--- config.mk ---
export PLATFORM = sky130hd
export DESIGN_NAME = ilh_key_sat
export DESIGN_NICKNAME = d
export VERILOG_FILES = /design/src/ilh_pkg.sv /design/src/ilh_key_sat.sv
export SDC_FILE = /design/constraint.sdc
export NUM_CORES = 1
export LEC_CHECK = 0
export BUFFER_PORTS_ARGS = -buffer_cell sky130_fd_sc_hd__buf_2
export CORE_AREA = 2 2 39 41
export DETAILED_ROUTE_END_ITERATION = 16
export DIE_AREA = 0 0 41 43
export PLACE_DENSITY = 0.75
export SYNTH_ARGS = -nofsm -noshare
export SYNTH_HDL_FRONTEND = slang
export SYNTH_SLANG_ARGS = --single-unit
--- constraint.sdc ---
create_clock -name vclk -period 0.8
set_input_delay 0.08 -clock vclk [all_inputs]
set_output_delay 0.08 -clock vclk [all_outputs]
set_load 0.1 [all_outputs]
--- src/ilh_pkg.sv ---
// Shared types and codes of the indexed lexicographic priority heap.
// Used by the key saturator, the memory wrapper and the top level; depends on nothing.
`timescale 1ns / 1ps
package ilh_pkg;

	localparam int ELEM_W = 10;
	localparam int COST_W = 32;
	localparam int COUNT_OUT_W = 11;

	typedef enum logic [1:0] {
		MODE_UPDATE = 2'd0,
		MODE_REMOVE = 2'd1,
		MODE_DELETE = 2'd2,
		MODE_CLEAR  = 2'd3
	} mode_t;

	typedef enum logic [1:0] {
		STAT_OK    = 2'd0,
		STAT_FULL  = 2'd1,
		STAT_EMPTY = 2'd2,
		STAT_WRONG = 2'd3
	} status_t;

	typedef enum logic [1:0] {
		MARK_WHITE = 2'd0,
		MARK_GRAY  = 2'd1,
		MARK_BLACK = 2'd2
	} mark_t;

	typedef enum logic [11:0] {
		S_IDLE   = 12'b0000_0000_0001,
		S_CLR    = 12'b0000_0000_0010,
		S_LOOK   = 12'b0000_0000_0100,
		S_DECIDE = 12'b0000_0000_1000,
		S_DREAD  = 12'b0000_0001_0000,
		S_DCMP   = 12'b0000_0010_0000,
		S_UP     = 12'b0000_0100_0000,
		S_UPCMP  = 12'b0000_1000_0000,
		S_DOWN   = 12'b0001_0000_0000,
		S_DNSEL  = 12'b0010_0000_0000,
		S_DNSW   = 12'b0100_0000_0000,
		S_FIN    = 12'b1000_0000_0000
	} state_t;

endpackage

--- src/ilh_key_sat.sv ---
// Saturates a signed 32-bit cost into the signed key width of the heap.
// Depends on ilh_pkg for the cost width.
`timescale 1ns / 1ps
module ilh_key_sat import ilh_pkg::*; #(
	parameter int KW = 32
) (
	input  logic signed [COST_W-1:0] cost,
	output logic signed [KW-1:0]     key
);
	localparam int XW = (KW > COST_W) ? KW : COST_W;

	logic signed [XW-1:0] x;
	logic signed [XW-1:0] hi;
	logic signed [XW-1:0] lo;
	logic signed [KW-1:0] kmax;
	logic signed [KW-1:0] kmin;

	assign kmax = {1'b0, {(KW-1){1'b1}}};
	assign kmin = {1'b1, {(KW-1){1'b0}}};
	assign x    = XW'(cost);
	assign hi   = XW'(kmax);
	assign lo   = XW'(kmin);

	always_comb begin
		if (x > hi) begin
			key = kmax;
		end else if (x < lo) begin
			key = kmin;
		end else begin
			key = KW'(x);
		end
	end
endmodule

; Word level (Yosys, flattened, before mapping)
; Cells that the tools add are included.
[classes]
magnitude_cmp = 2
mux = 2
[op_table]
columns = operator, count
row1 = 2-to-1 mux 32 bit, 2
row2 = greater-than comparator 32 bit (second input constant), 1
row3 = less-than comparator 32 bit (second input constant), 1
[word_totals]
ff_bits = 0
input_bits = 32
out_inout_bits = 32
elab_cells = 4

; Logic depth before layout (Yosys ltp)
; Gate-level depths: netlist of the first run.
[logic_depth]
word_depth = 3
ltp_mapped = 1
ltp_nobuf = 0

; Worst setup path before layout of the first run
; No wires, ideal clock.
[synth_timing]
path_type = input to output
start = input cost[0]
end = output key[0]
t_arrival_ns = 0.907
required_time_ns = 0.720
slack_ns = -0.187
stages = 1
path_buffers = 1
path_cell_list = clkbuf_1
[synth_between]
elab_chain_cells = 3
elab_cells_between_ends = 4
classes_between = 2 x order compare / 2 x mux
[synth_lines]
columns = element, line_no
row1 = start: declaration, ilh_key_sat.sv:7  ; input logic signed [COST_W-1:0] cost,
row2 = less-than comparator 32 bit, ilh_key_sat.sv:27  ; end else if (x < lo) begin
row3 = 2-to-1 mux 32 bit, ilh_key_sat.sv:27
row4 = 2-to-1 mux 32 bit *, ilh_key_sat.sv:25  ; if (x > hi) begin
row5 = end: declaration, ilh_key_sat.sv:8  ; output logic signed [KW-1:0] key
; Mark *: on every way between the ends. The rest lies on a longest branch, timed or not.

; Final worst setup path of the first run
; Same ends and word-level chain as after synthesis.

==> results of run 1 <==
==> stage by stage <==
| step | worst slack [ns] | utilization [%] | area [um^2] |
|---|---|---|---|
| final | 0.639 | 1.45 | 20.0 |
| after global routing | 0.639 | 1.45 | 20.0 |
| after CTS | 0.638 | 1.45 | 20.0 |
| after detailed placement | 0.638 | 1.45 | 20.0 |
| after global placement | 0.638 | 1.45 | 20.0 |
| after floorplan | 0.212 | - | 160 |
==> worst paths after layout <==
path | slack, ns | from | endpoint
worst max-delay path | 0.64 | cost[0] | key[0]
worst min-delay path | 0.16 | cost[10] | key[10]
==> kinds of logic after synthesis <==
logic type | count (synthesis) | share of synthesized area, %
buf+inv | 32 | 100
==> area by class of cell <==
type | instances | area (um^2)
fill | 158 | 1360
tap | 16 | 20.0
==> layer usage <==
layer,wire length (um),share of wire (%)
met4,69,37
met1,11,5.9
met3,75,41
met5,0,0
met2,29,16
==> flow_summary.toml, run 1 <==
[run_status]
outcome = "completed"

[setup_path]
arrival_ns = 0.08
critPathMaxFanout = 1
critPathKind = "in2out"
required_ns = 0.72
cp-start-kind = "input port"
crit_path_end_kind = "primary output"
worstSetupPathDepth = 0

[global_routing]
use_met2_pct = 0
grt_antenna_before_repair = 0
busiest_layer = "met4"
grt.total_usage_pct = 1.80
grt_pass1_wl_um = 248
grt_overflow = 0
use_met3_pct = 2.62
use_met1_pct = 0
grt_start_max_net_pins = 2
grt_pass1_vias = 54

[routing]
num_vias = 40
drtIter0Drc = 0
antenna_left = 0
wirelength_um = 185
vias_per_cell = 2.50
wl_per_cell_um = 11.6
dr.pass1.iters = 1
drcViolationCount = 0

[hold_path]
whs_path_depth = 0
holdCritPathClass = "in2out"

[yosys]
synth_top_area_share_pct = 100
yosysMostFrequentCell = "clkbuf_1"
syn-num-nets = 64
ys_seq_area_share_pct = 0
synth_cells = 32
syn-cell-area_um2 = 120
synth_cell_type_count = 1
synth-warning-count = 0
ys_top_cells_by_area = "clkbuf_1"
syn_avg_cell_area_um2 = 3.75
synthTopCellsByCount = "clkbuf_1"
synth_top_area_cell = "clkbuf_1"

[timing]
finalSetupViolCount = 0
setup_tns_ns = 0
drv_slew = 0
hold_viol_final = 0
period_share_pct = 20.1
whs_ns = 0.160
max_clock_freq_ghz = 6.21
period_needed_ns = 0.161
rsz0062_at_grt = "false"

[flow_run]
drv_cap = 0

[floorplanning]
start_util_pct = 8.68
dieWidth_um = 41
die_h_um = 43
rows = 14
core_um2 = 1380
die-area_um2 = 1760
boundaryPins = 64

[layout]
diodes = 0
area_growth_pct = -83.3
nMultiInputCombCells = 0
seq_cells = 0
nClkBuffers = 0
regArea_um2 = 0
final_cells = 16
nets = 34
multi_input_area_um2 = 0

[place]
dp_cells = 16
port_buffers = 0

[clock_tree]
hold_buffers = 0
postCtsSetupBuffers = 0
ctsResizeCount = 0
==> run 2: changes to the inputs <==
--- a/config.mk
+++ b/config.mk
@@ -9,7 +9,7 @@
 export CORE_AREA = 2 2 39 41
 export DETAILED_ROUTE_END_ITERATION = 16
 export DIE_AREA = 0 0 41 43
-export PLACE_DENSITY = 0.75
+export PLACE_DENSITY = 0.72
 export SYNTH_ARGS = -nofsm -noshare
 export SYNTH_HDL_FRONTEND = slang
 export SYNTH_SLANG_ARGS = --single-unit
==> run 2 against run 1 <==
  * Clock-buffer cell count stayed put
  * Sequential share of layout area stayed put
  * Setup slack hardly changed
  * Worst hold slack hardly changed
  * Sequential cell count stayed put
  * Non-clock buffer count stayed put
  * Core utilization stayed put
  * Via count is 10% higher
  * First-iteration DRC count stayed put
  * Largest cell class unchanged
  * Highest routed layer unchanged
==> flow_summary.toml, run 2 (synthesis results as in run 1) <==
[global_routing]
grt_start_max_net_pins = 2
grt_pass1_vias = 33
grt_antenna_before_repair = 0
grt_overflow = 0
grt.total_usage_pct = 1.10
grt_pass1_wl_um = 151

[layout]
nMultiInputCombCells = 0
regArea_um2 = 0
seq_cells = 0
multi_input_area_um2 = 0
area_growth_pct = -83.3
nClkBuffers = 0
postLayoutCoreUtil_pct = 1.45
fill_cells = 158
diodes = 0
final_cells = 16
nets = 34

[timing]
period_share_pct = 20.1
finalSetupViolCount = 0
hold_viol_final = 0
period_needed_ns = 0.161
drv_slew = 0
setup_tns_ns = 0
rsz0062_at_grt = "false"
max_clock_freq_ghz = 6.21

[setup_path]
critPathMaxFanout = 1
worstSetupEndpoint = "key[0]"
critPathKind = "in2out"
required_ns = 0.72
worstSetupStartpoint = "cost[0]"
worstSetupPathDepth = 0
arrival_ns = 0.08
crit_path_end_kind = "primary output"
cp-start-kind = "input port"

[clock_tree]
hold_buffers = 0
postCtsSetupBuffers = 0
ctsResizeCount = 0

[flow_run]
drv_cap = 0

[place]
dp_cells = 16
port_buffers = 0

[floorplanning]
rows = 14
core_um2 = 1380
die-area_um2 = 1760
boundaryPins = 64
start_util_pct = 8.68
die_h_um = 43
dieWidth_um = 41

[routing]
num_vias = 44
antenna_left = 0
drtIter0Drc = 0
wirelength_um = 140
dr.pass1.iters = 1
drcViolationCount = 0
wl_per_cell_um = 8.75
vias_per_cell = 2.75

[run_status]
outcome = "completed"

[hold_path]
holdCritPathClass = "in2out"
-- run 2: worst min path at each step --
| stage | start | endpoint | slack [ns] | depth (start not counted) |
|---|---|---|---|---|
| after floorplan | cost[0] | key[0] | 0.51 | 1 |
| after global placement | cost[2] | key[2] | 0.16 | 0 |
| after detailed placement | cost[2] | key[2] | 0.16 | 0 |
| after CTS | cost[2] | key[2] | 0.16 | 0 |
| after global routing | cost[10] | key[10] | 0.16 | 0 |
| final | cost[27] | key[27] | 0.16 | 0 |
-- run 2: cell type report --
type,instances,share of cell area [%]
Tap cell,16,100
-- run 2: per-layer routing --
| metal | track usage, % | vias to the layer above | part of all wire [%] |
|---|---|---|---|
| li1 | - | 0 | - |
| met1 | 0 | 12 | 14 |
| met2 | 0 | 22 | 25 |
| met3 | 2.09 | 10 | 44 |
| met4 | 4.67 | 0 | 16 |
| met5 | 0 | - | 0 |
-- run 2: metrics by stage --
stage,setup WS (ns),instance area [um^2],hold WS [ns]
final,0.639,20.0,0.160
after global routing,0.639,20.0,0.160
after CTS,0.639,20.0,0.161
after detailed placement,0.639,20.0,0.161
after global placement,0.639,20.0,0.161
after floorplan,0.212,160,0.506
